## config.mk

```make
export PLATFORM = sky130hd
export DESIGN_NAME = detector_channel_index_codec
export DESIGN_NICKNAME = d
export VERILOG_FILES = /design/src/rtl/dcic_pkg.sv /design/src/rtl/detector_channel_index_codec.sv /design/src/rtl/dcic_encode.sv /design/src/rtl/dcic_decode.sv
export SDC_FILE = /design/constraint.sdc
export NUM_CORES = 1
export LEC_CHECK = 0
export BUFFER_PORTS_ARGS = -buffer_cell sky130_fd_sc_hd__buf_2
export CELL_PAD_IN_SITES_DETAIL_PLACEMENT = 1
export CELL_PAD_IN_SITES_GLOBAL_PLACEMENT = 2
export CORE_AREA = 2 2 202 204
export CTS_BUF_LIST = sky130_fd_sc_hd__clkbuf_2 sky130_fd_sc_hd__clkbuf_4 sky130_fd_sc_hd__clkbuf_8
export CTS_CLUSTER_DIAMETER = 150
export CTS_CLUSTER_SIZE = 24
export DETAILED_ROUTE_END_ITERATION = 6
export DIE_AREA = 0 0 204 206
export PLACE_DENSITY = 0.85
export SETUP_SLACK_MARGIN = 0.2
export SKIP_LAST_GASP = 1
export SLEW_MARGIN = 20
export SYNTH_ARGS = -nofsm -noshare
export SYNTH_HDL_FRONTEND = slang
export SYNTH_SLANG_ARGS = --single-unit
```

## constraint.sdc

```tcl
create_clock -name clk -period 23.5 [get_ports clk]
set_clock_uncertainty 0.15 [all_clocks]
set_input_delay 0 -clock clk [delete_from_list [all_inputs] [get_ports clk]]
set_output_delay 0 -clock clk [all_outputs]
set_load 0.005 [all_outputs]
```

## src/rtl/dcic_pkg.sv

```systemverilog
`timescale 1ns / 1ps

package dcic_pkg;

	localparam int unsigned SECTOR_COUNT = 18;
	localparam int unsigned STRIPS_A     = 15;
	localparam int unsigned STRIPS_B     = 19;
	localparam int unsigned STRIPS_C     = 19;
	localparam int unsigned PADS_Z       = 2;
	localparam int unsigned PADS_X       = 48;

	localparam int unsigned PLATE_COUNT       = 5;
	localparam int unsigned STRIPS_PER_SECTOR = 2 * (STRIPS_C + STRIPS_B) + STRIPS_A;
	localparam int unsigned PADS_PER_STRIP    = PADS_Z * PADS_X;
	localparam int unsigned SECTOR_SIZE       = STRIPS_PER_SECTOR * PADS_PER_STRIP;

	localparam int unsigned CH_W     = 18;
	localparam int unsigned SECTOR_W = 5;
	localparam int unsigned PLATE_W  = 3;
	localparam int unsigned STRIP_W  = 5;
	localparam int unsigned PADZ_W   = 1;
	localparam int unsigned PADX_W   = 6;
	localparam int unsigned STATUS_W = 2;

	localparam int unsigned CH_LSB     = 0;
	localparam int unsigned SECTOR_LSB = CH_LSB + CH_W;
	localparam int unsigned PLATE_LSB  = SECTOR_LSB + SECTOR_W;
	localparam int unsigned STRIP_LSB  = PLATE_LSB + PLATE_W;
	localparam int unsigned PADZ_LSB   = STRIP_LSB + STRIP_W;
	localparam int unsigned PADX_LSB   = PADZ_LSB + PADZ_W;
	localparam int unsigned FIELDS_W   = PADX_LSB + PADX_W;
	localparam int unsigned DATA_W     = ((FIELDS_W + 7) / 8) * 8;

	// strip index within a sector and pad index within a strip
	localparam int unsigned SIDX_W   = $clog2(STRIPS_PER_SECTOR + 1);
	localparam int unsigned PAD_W    = $clog2(PADS_PER_STRIP + 1);
	localparam int unsigned STRIDX_W = ((SIDX_W > STRIP_W) ? SIDX_W : STRIP_W) + 1;
	localparam int unsigned PADIDX_W = PADX_W + 1;

	// reciprocals for constant division, estimate low by at most one
	localparam int unsigned RECIP_SHIFT = CH_W;
	localparam int unsigned RECIP_W     = CH_W + 1;
	localparam int unsigned MUL_W       = CH_W + RECIP_W;
	localparam logic [RECIP_W-1:0] RECIP_PPS = RECIP_W'((1 << RECIP_SHIFT) / PADS_PER_STRIP);
	localparam logic [RECIP_W-1:0] RECIP_SPS = RECIP_W'((1 << RECIP_SHIFT) / STRIPS_PER_SECTOR);
	localparam logic [RECIP_W-1:0] RECIP_PX  = RECIP_W'((1 << RECIP_SHIFT) / PADS_X);

	localparam int unsigned PIPE_DEPTH = 7;

	localparam logic [PLATE_W-1:0] PLATE_0 = 3'd0;
	localparam logic [PLATE_W-1:0] PLATE_1 = 3'd1;
	localparam logic [PLATE_W-1:0] PLATE_2 = 3'd2;
	localparam logic [PLATE_W-1:0] PLATE_3 = 3'd3;
	localparam logic [PLATE_W-1:0] PLATE_4 = 3'd4;

	typedef enum logic {
		CMD_ENCODE = 1'b0,
		CMD_DECODE = 1'b1
	} cmd_t;

	typedef enum logic [STATUS_W-1:0] {
		STATUS_OK         = 2'd0,
		STATUS_BAD_SECTOR = 2'd1,
		STATUS_BAD_PLATE  = 2'd2,
		STATUS_BAD_STRIP  = 2'd3
	} status_t;

	typedef struct packed {
		cmd_t                command;
		logic [CH_W-1:0]     channel;
		logic [SECTOR_W-1:0] sector;
		logic [PLATE_W-1:0]  plate;
		logic [STRIP_W-1:0]  strip;
		logic [PADZ_W-1:0]   padz;
		logic [PADX_W-1:0]   padx;
	} item_t;

	typedef struct packed {
		logic [CH_W-1:0] channel;
		status_t         status;
	} enc_res_t;

	typedef struct packed {
		logic [SECTOR_W-1:0] sector;
		logic [PLATE_W-1:0]  plate;
		logic [STRIP_W-1:0]  strip;
		logic [PADZ_W-1:0]   padz;
		logic [PADX_W-1:0]   padx;
	} dec_res_t;

	function automatic logic [SIDX_W-1:0] plate_offset(input logic [PLATE_W-1:0] plate);
		logic [SIDX_W-1:0] off;
		unique case (plate)
			PLATE_0: off = '0;
			PLATE_1: off = SIDX_W'(STRIPS_C);
			PLATE_2: off = SIDX_W'(STRIPS_C + STRIPS_B);
			PLATE_3: off = SIDX_W'(STRIPS_C + STRIPS_B + STRIPS_A);
			default: off = SIDX_W'(STRIPS_C + 2 * STRIPS_B + STRIPS_A);
		endcase
		return off;
	endfunction

endpackage

```

## src/rtl/detector_channel_index_codec.sv

```systemverilog
`timescale 1ns / 1ps

// Channel index codec: maps detector coordinates (sector, plate, strip, pad z, pad x)
// to a flat 18-bit channel number when tuser is 0, and a channel number back to
// coordinates when tuser is 1. It takes one transaction per clock while the output is
// not stalled. The pipeline depth comes from the decode path, which splits the channel
// by a constant division and then divides its quotient and remainder in parallel,
// each division in three stages (reciprocal multiply, back-multiply and subtract,
// one correction), and ends with a final plate lookup. A stalled output holds the whole
// pipeline. Encode reports the first failing check in tuser and drives the channel
// to zero on error; pad indices are not checked. No state survives a transaction
// and no clearing pass follows reset.
module detector_channel_index_codec import dcic_pkg::*; (
	input  logic              clk,
	input  logic              arst_n,
	input  logic              s_axis_tvalid,
	output logic              s_axis_tready,
	// channel_in, sector_in, plate_in, strip_in, padz_in, padx_in, zero fill
	input  logic [DATA_W-1:0] s_axis_tdata,
	// command
	input  logic [0:0]        s_axis_tuser,
	output logic              m_axis_tvalid,
	input  logic              m_axis_tready,
	// channel_out, sector_out, plate_out, strip_out, padz_out, padx_out, zero fill
	output logic [DATA_W-1:0] m_axis_tdata,
	// status
	output logic [STATUS_W-1:0] m_axis_tuser
);

	logic                  advance;
	logic [PIPE_DEPTH-1:0] valid_q;
	logic [PIPE_DEPTH-1:0] cmd_q;
	item_t                 item;
	enc_res_t              enc_res;
	dec_res_t              dec_res;
	logic                  is_enc;

	assign advance       = ~valid_q[PIPE_DEPTH-1] | m_axis_tready;
	assign s_axis_tready = advance;
	assign m_axis_tvalid = valid_q[PIPE_DEPTH-1];

	assign item.command = cmd_t'(s_axis_tuser[0]);
	assign item.channel = s_axis_tdata[CH_LSB +: CH_W];
	assign item.sector  = s_axis_tdata[SECTOR_LSB +: SECTOR_W];
	assign item.plate   = s_axis_tdata[PLATE_LSB +: PLATE_W];
	assign item.strip   = s_axis_tdata[STRIP_LSB +: STRIP_W];
	assign item.padz    = s_axis_tdata[PADZ_LSB +: PADZ_W];
	assign item.padx    = s_axis_tdata[PADX_LSB +: PADX_W];

	always_ff @(posedge clk or negedge arst_n) begin
		if (!arst_n) begin
			valid_q <= '0;
		end else if (advance) begin
			valid_q <= {valid_q[PIPE_DEPTH-2:0], s_axis_tvalid};
		end
	end

	always_ff @(posedge clk) begin
		if (advance) begin
			cmd_q <= {cmd_q[PIPE_DEPTH-2:0], item.command};
		end
	end

	dcic_encode u_encode (
		.clk  (clk),
		.en   (advance),
		.item (item),
		.res  (enc_res)
	);

	dcic_decode u_decode (
		.clk     (clk),
		.en      (advance),
		.channel (item.channel),
		.res     (dec_res)
	);

	assign is_enc = (cmd_t'(cmd_q[PIPE_DEPTH-1]) == CMD_ENCODE);

	assign m_axis_tdata = is_enc ?
		DATA_W'(enc_res.channel) :
		DATA_W'({dec_res.padx, dec_res.padz, dec_res.strip, dec_res.plate, dec_res.sector,
			CH_W'(0)});
	assign m_axis_tuser = is_enc ? enc_res.status : STATUS_OK;

endmodule

```

## src/rtl/dcic_encode.sv

```systemverilog
`timescale 1ns / 1ps

module dcic_encode import dcic_pkg::*; (
	input  logic     clk,
	input  logic     en,
	input  item_t    item,
	output enc_res_t res
);

	localparam int unsigned DLY = PIPE_DEPTH - 2;

	status_t               status_s1;
	logic [CH_W-1:0]       base_s1;
	logic [STRIDX_W-1:0]   stridx_s1;
	logic [PADIDX_W-1:0]   padidx_s1;
	enc_res_t              res_s2;
	enc_res_t              dly_q [DLY];
	status_t               status_c;
	logic [STRIP_W-1:0]    strip_lim;

	always_comb begin
		strip_lim = (item.plate == PLATE_2) ? STRIP_W'(STRIPS_A) : STRIP_W'(STRIPS_C);
		if (item.sector >= SECTOR_W'(SECTOR_COUNT)) begin
			status_c = STATUS_BAD_SECTOR;
		end else if (item.plate >= PLATE_W'(PLATE_COUNT)) begin
			status_c = STATUS_BAD_PLATE;
		end else if (item.strip >= strip_lim) begin
			status_c = STATUS_BAD_STRIP;
		end else begin
			status_c = STATUS_OK;
		end
	end

	always_ff @(posedge clk) begin
		if (en) begin
			status_s1 <= status_c;
			base_s1   <= CH_W'(32'(item.sector) * SECTOR_SIZE);
			stridx_s1 <= STRIDX_W'(plate_offset(item.plate)) + STRIDX_W'(item.strip);
			padidx_s1 <= PADIDX_W'(item.padz) * PADIDX_W'(PADS_X) + PADIDX_W'(item.padx);

			res_s2.status  <= status_s1;
			res_s2.channel <= (status_s1 != STATUS_OK) ? '0 :
				CH_W'(32'(base_s1) + 32'(stridx_s1) * PADS_PER_STRIP + 32'(padidx_s1));

			dly_q[0] <= res_s2;
			for (int i = 1; i < DLY; i++) begin
				dly_q[i] <= dly_q[i-1];
			end
		end
	end

	assign res = dly_q[DLY-1];

endmodule

```

## src/rtl/dcic_decode.sv

```systemverilog
`timescale 1ns / 1ps

module dcic_decode import dcic_pkg::*; (
	input  logic            clk,
	input  logic            en,
	input  logic [CH_W-1:0] channel,
	output dec_res_t        res
);

	logic [MUL_W-1:0]    prod_a;
	logic [MUL_W-1:0]    prod_b;
	logic [MUL_W-1:0]    prod_c;

	logic [CH_W-1:0]     ch_s1;
	logic [CH_W-1:0]     qa_s1;
	logic [CH_W-1:0]     qa_s2;
	logic [CH_W-1:0]     ra_s2;
	logic [CH_W-1:0]     gstrip_s3;
	logic [PAD_W-1:0]    pad_s3;
	logic [CH_W-1:0]     gstrip_s4;
	logic [CH_W-1:0]     qb_s4;
	logic [PAD_W-1:0]    pad_s4;
	logic [PAD_W-1:0]    qc_s4;
	logic [SIDX_W:0]     rb_s5;
	logic [SECTOR_W-1:0] qb_s5;
	logic [PADX_W:0]     rc_s5;
	logic                qc_s5;
	logic [SECTOR_W-1:0] sec_s6;
	logic [SIDX_W-1:0]   sidx_s6;
	logic                pz_s6;
	logic [PADX_W-1:0]   px_s6;
	dec_res_t            res_s7;
	logic [PLATE_W-1:0]  plate_c;

	assign prod_a = MUL_W'(channel) * MUL_W'(RECIP_PPS);
	assign prod_b = MUL_W'(gstrip_s3) * MUL_W'(RECIP_SPS);
	assign prod_c = MUL_W'(pad_s3) * MUL_W'(RECIP_PX);

	always_comb begin
		if (sidx_s6 < plate_offset(PLATE_1)) begin
			plate_c = PLATE_0;
		end else if (sidx_s6 < plate_offset(PLATE_2)) begin
			plate_c = PLATE_1;
		end else if (sidx_s6 < plate_offset(PLATE_3)) begin
			plate_c = PLATE_2;
		end else if (sidx_s6 < plate_offset(PLATE_4)) begin
			plate_c = PLATE_3;
		end else begin
			plate_c = PLATE_4;
		end
	end

	always_ff @(posedge clk) begin
		if (en) begin
			ch_s1 <= channel;
			qa_s1 <= prod_a[RECIP_SHIFT +: CH_W];

			qa_s2 <= qa_s1;
			ra_s2 <= ch_s1 - qa_s1 * CH_W'(PADS_PER_STRIP);

			if (ra_s2 >= CH_W'(PADS_PER_STRIP)) begin
				gstrip_s3 <= qa_s2 + CH_W'(1);
				pad_s3    <= PAD_W'(ra_s2 - CH_W'(PADS_PER_STRIP));
			end else begin
				gstrip_s3 <= qa_s2;
				pad_s3    <= PAD_W'(ra_s2);
			end

			gstrip_s4 <= gstrip_s3;
			qb_s4     <= prod_b[RECIP_SHIFT +: CH_W];
			pad_s4    <= pad_s3;
			qc_s4     <= PAD_W'(prod_c[RECIP_SHIFT +: CH_W]);

			rb_s5 <= (SIDX_W + 1)'(gstrip_s4 - qb_s4 * CH_W'(STRIPS_PER_SECTOR));
			qb_s5 <= qb_s4[SECTOR_W-1:0];
			rc_s5 <= (PADX_W + 1)'(pad_s4 - qc_s4 * PAD_W'(PADS_X));
			qc_s5 <= qc_s4[0];

			if (rb_s5 >= (SIDX_W + 1)'(STRIPS_PER_SECTOR)) begin
				sec_s6  <= qb_s5 + SECTOR_W'(1);
				sidx_s6 <= SIDX_W'(rb_s5 - (SIDX_W + 1)'(STRIPS_PER_SECTOR));
			end else begin
				sec_s6  <= qb_s5;
				sidx_s6 <= SIDX_W'(rb_s5);
			end
			if (rc_s5 >= (PADX_W + 1)'(PADS_X)) begin
				pz_s6 <= ~qc_s5;
				px_s6 <= PADX_W'(rc_s5 - (PADX_W + 1)'(PADS_X));
			end else begin
				pz_s6 <= qc_s5;
				px_s6 <= PADX_W'(rc_s5);
			end

			res_s7.sector <= sec_s6;
			res_s7.plate  <= plate_c;
			res_s7.strip  <= STRIP_W'(sidx_s6 - plate_offset(plate_c));
			res_s7.padz   <= pz_s6;
			res_s7.padx   <= px_s6;
		end
	end

	assign res = res_s7;

endmodule

```

==> flow_summary.json <==
{
  "port_buffers": 84,
  "status": "complete, no violations",
  "htree_num_levels": 1,
  "viasPerCell": 5.02,
  "die_x_um": 204,
  "ys_seq_elements": 326,
  "place_congestion": 0.802,
  "grtUsageMet1_pct": 20.4,
  "min_period_ns": 4.98,
  "ys_types": 55,
  "crit_arrival_ns": 5.16,
  "via_count": 10900,
  "hold_class": "input pin to flip-flop",
  "slowest_stage": "fa_1",
  "first_pass_iters": 4,
  "avgSynthCellArea_um2": 13.1,
  "yosys_warnings": 0,
  "grt_max_degree": 199,
  "drt-initial-drc-count": 315,
  "nNetsFinal": 2026,
  "path_class": "input pin to flip-flop",
  "busiest_layer": "met2",
  "cts_buffers": 17,
  "worstPathRequired_ns": 23.68,
  "rows": 74,
  "path_max_fanout": 5,
  "netlist_area_um2": 19400,
  "period_share_pct": 21.2,
  "worst_skew_pair.late_latency_ns": 0.58,
  "clock.fmax_ghz": 0.201,
  "antenna_left": 0,
  "hpwl_um": 27300,
  "ioPinCount": 89,
  "max_stage_delay_ns": 0.54,
  "grtUsageMet3_pct": 1.59,
  "die-area_um2": 42000,
  "cp_top_family": "adder cells",
  "antenna_found_initial": 1,
  "core_area_um2": 40200,
  "start_util_pct": 48.2,
  "cts-root-buf": "clkbuf_8",
  "final_common_cell": "edfxtp_1",
  "rsz0062_at_grt": "false",
  "path_clk_slew_ns": 0.14,
  "ys_async_sr_fraction_pct": 2.15,
  "cp-end-kind": "flip-flop",
  "critical_path_buf_inv_count": 4,
  "syn_inst": 1476,
  "layout_common_cells": "edfxtp_1, inv_1, ha_1",
  "max_cap_viol_count": 0,
  "cp_cell_sequence": "dlygate4sd3_1, buf_2, ha_1, fa_1, inv_1, fa_1, fa_1, fa_1, inv_1, ha_1, and3_1, a221o_1, a211o_1, a41oi_1, o21a_1, nor4b_1, a221o_1",
  "area_delta_synth_final_pct": 10.2,
  "cts.sinks": 326,
  "routed_wl_um": 34900,
  "setup_tns_ns": 0,
  "synth_edf_count": 319,
  "max_slew.worst_pin.slew_ns": 1.05,
  "grt-ovfl-total": 0,
  "ys_seq_area_share_pct": 50.4,
  "grt_pass1_wl_um": 56400,
  "ys.flop_type": "edfxtp_1",
  "drive_gt1_share_pct": 8.06,
  "drcViolationCount": 0,
  "max-slew-margin-rel_pct": 30.2,
  "hold_violations": 0,
  "setup_viol": 0,
  "post_cts_resized": 0,
  "r2r_slack_ns": 19.01,
  "die_h_um": 206,
  "wl_per_cell_um": 16.1,
  "crit_top_cell": "fa_1",
  "cts_tree": "done",
  "cp-start-kind": "input pin",
  "grt_util_all_layers_pct": 16.8,
  "fin_util_pct": 53.1,
  "cts_max_path_buffers": 3,
  "drv_slew": 0,
  "grt_util_met2_pct": 31.9,
  "grt_pass1_vias": 11500
}
==> state kept, by name, indices dropped and copies added (netlist names), 5 cells and up <==
register,flops
u_encode.dly_q,100
u_decode.res,20
u_encode.res_s2,20
u_decode.ch_s1,18
u_decode.ra_s2,18
u_decode.gstrip_s3,13
u_decode.qa_s1,12
u_decode.qa_s2,12
u_encode.base_s1,11
u_decode.gstrip_s4,8
u_decode.rb_s5,8
u_encode.stridx_s1,8
cmd_q,7
u_decode.pad_s3,7
u_decode.pad_s4,7
u_decode.qb_s4,7
u_decode.rc_s5,7
u_decode.sidx_s6,7
u_encode.padidx_s1,7
valid_q,7
u_decode.px_s6,6
u_decode.qb_s5,5
u_decode.sec_s6,5
==> Yosys cell counts, drive strengths merged (13+ instances only) <==
library cell	n	area (um^2)
o21a	13	97.6
o21ai	29	145
xor2	33	289
a21o	24	180
edfxtp	319	9580
nor3	14	70.1
nor2b	28	175
fa	98	1960
nor2	51	191
nand2	38	143
and2	31	194
a21oi	54	270
inv	263	987
nand3	14	70.1
o21bai	15	113
ha	252	3150
xnor2	74	648
==> per-layer routing <==
layer  wire [um]  vias to the layer above  share of wire (%)
met3         689                       29                2.0
li1            -                     5401                  -
met2       18400                       99                 53
met1       15000                     5374                 43
met4         765                        0                2.2
met5           0                        -                  0
==> final cells by class <==
| class | count | area (um^2) |
|---|---|---|
| diodes | 1 | 2.50 |
| clock buffers | 24 | 287 |
| clock inverters | 2 | 18.8 |
| fillers | 4121 | 18900 |
| inverters | 263 | 987 |
| multi-input cells | 879 | 8580 |
| flip-flops and latches | 326 | 9750 |
| well taps | 532 | 666 |
| repair buffers | 144 | 1030 |
==> logic make-up (layout without fill, tap and decap cells) <==
kind of cell / Yosys count / in the layout / share of synthesized area [%]
fa+ha+maj: 350 / 350 / 26.4
buf+inv: 273 / 433 / 5.33
simple gates: 229 / 229 / 6.16
xor+xnor: 107 / 107 / 4.84
flops: 326 / 326 / 50.4
mux: 11 / 11 / 0.621
other cells: 1 / 4 / 0.0194
compound gates: 179 / 179 / 6.19
==> metrics by stage <==
stage                     setup WS (ns)  std cells  hold slack (ns)  area [um^2]
after global placement            18.44       2086           -0.317        20400
after floorplan                   12.65       1478           -0.446        19400
final                             18.52       2171           0.0401        21300
after CTS                         18.54       2169          0.00451        21300
after detailed placement          18.45       2086           -0.305        20400
after global routing              18.34       2171           0.0311        21300
==> repair_timing <==
action | CTS | global route
endpoints found under the setup margin | 0 | 0
buffers inserted | 0 | 0
endpoints found under the hold margin | 54 | 0
hold buffers | 57 | 0
==> final timing paths <==
path / from / endpoint / cells past startpoint
hold reg to reg: u_decode.sec_s6[3]$_DFFE_PP_ / u_decode.res[18]$_DFFE_PP_ / 0
min in group asynchronous: arst_n / valid_q[0]$_DFFE_PN0P_ / 3
setup / recovery: s_axis_tdata[6] / u_decode.qa_s1[6]$_DFFE_PP_ / 17
setup reg to reg: u_decode.gstrip_s3[7]$_DFFE_PP_ / u_decode.qb_s4[6]$_DFFE_PP_ / 13
max in group asynchronous: arst_n / valid_q[5]$_DFFE_PN0P_ / 3
hold / removal: s_axis_tdata[18] / u_encode.base_s1[5]$_DFFE_PP_ / 2
Power is not shown: default switching activity piles up to over one toggle a cycle in this logic, so the estimate is an artifact.
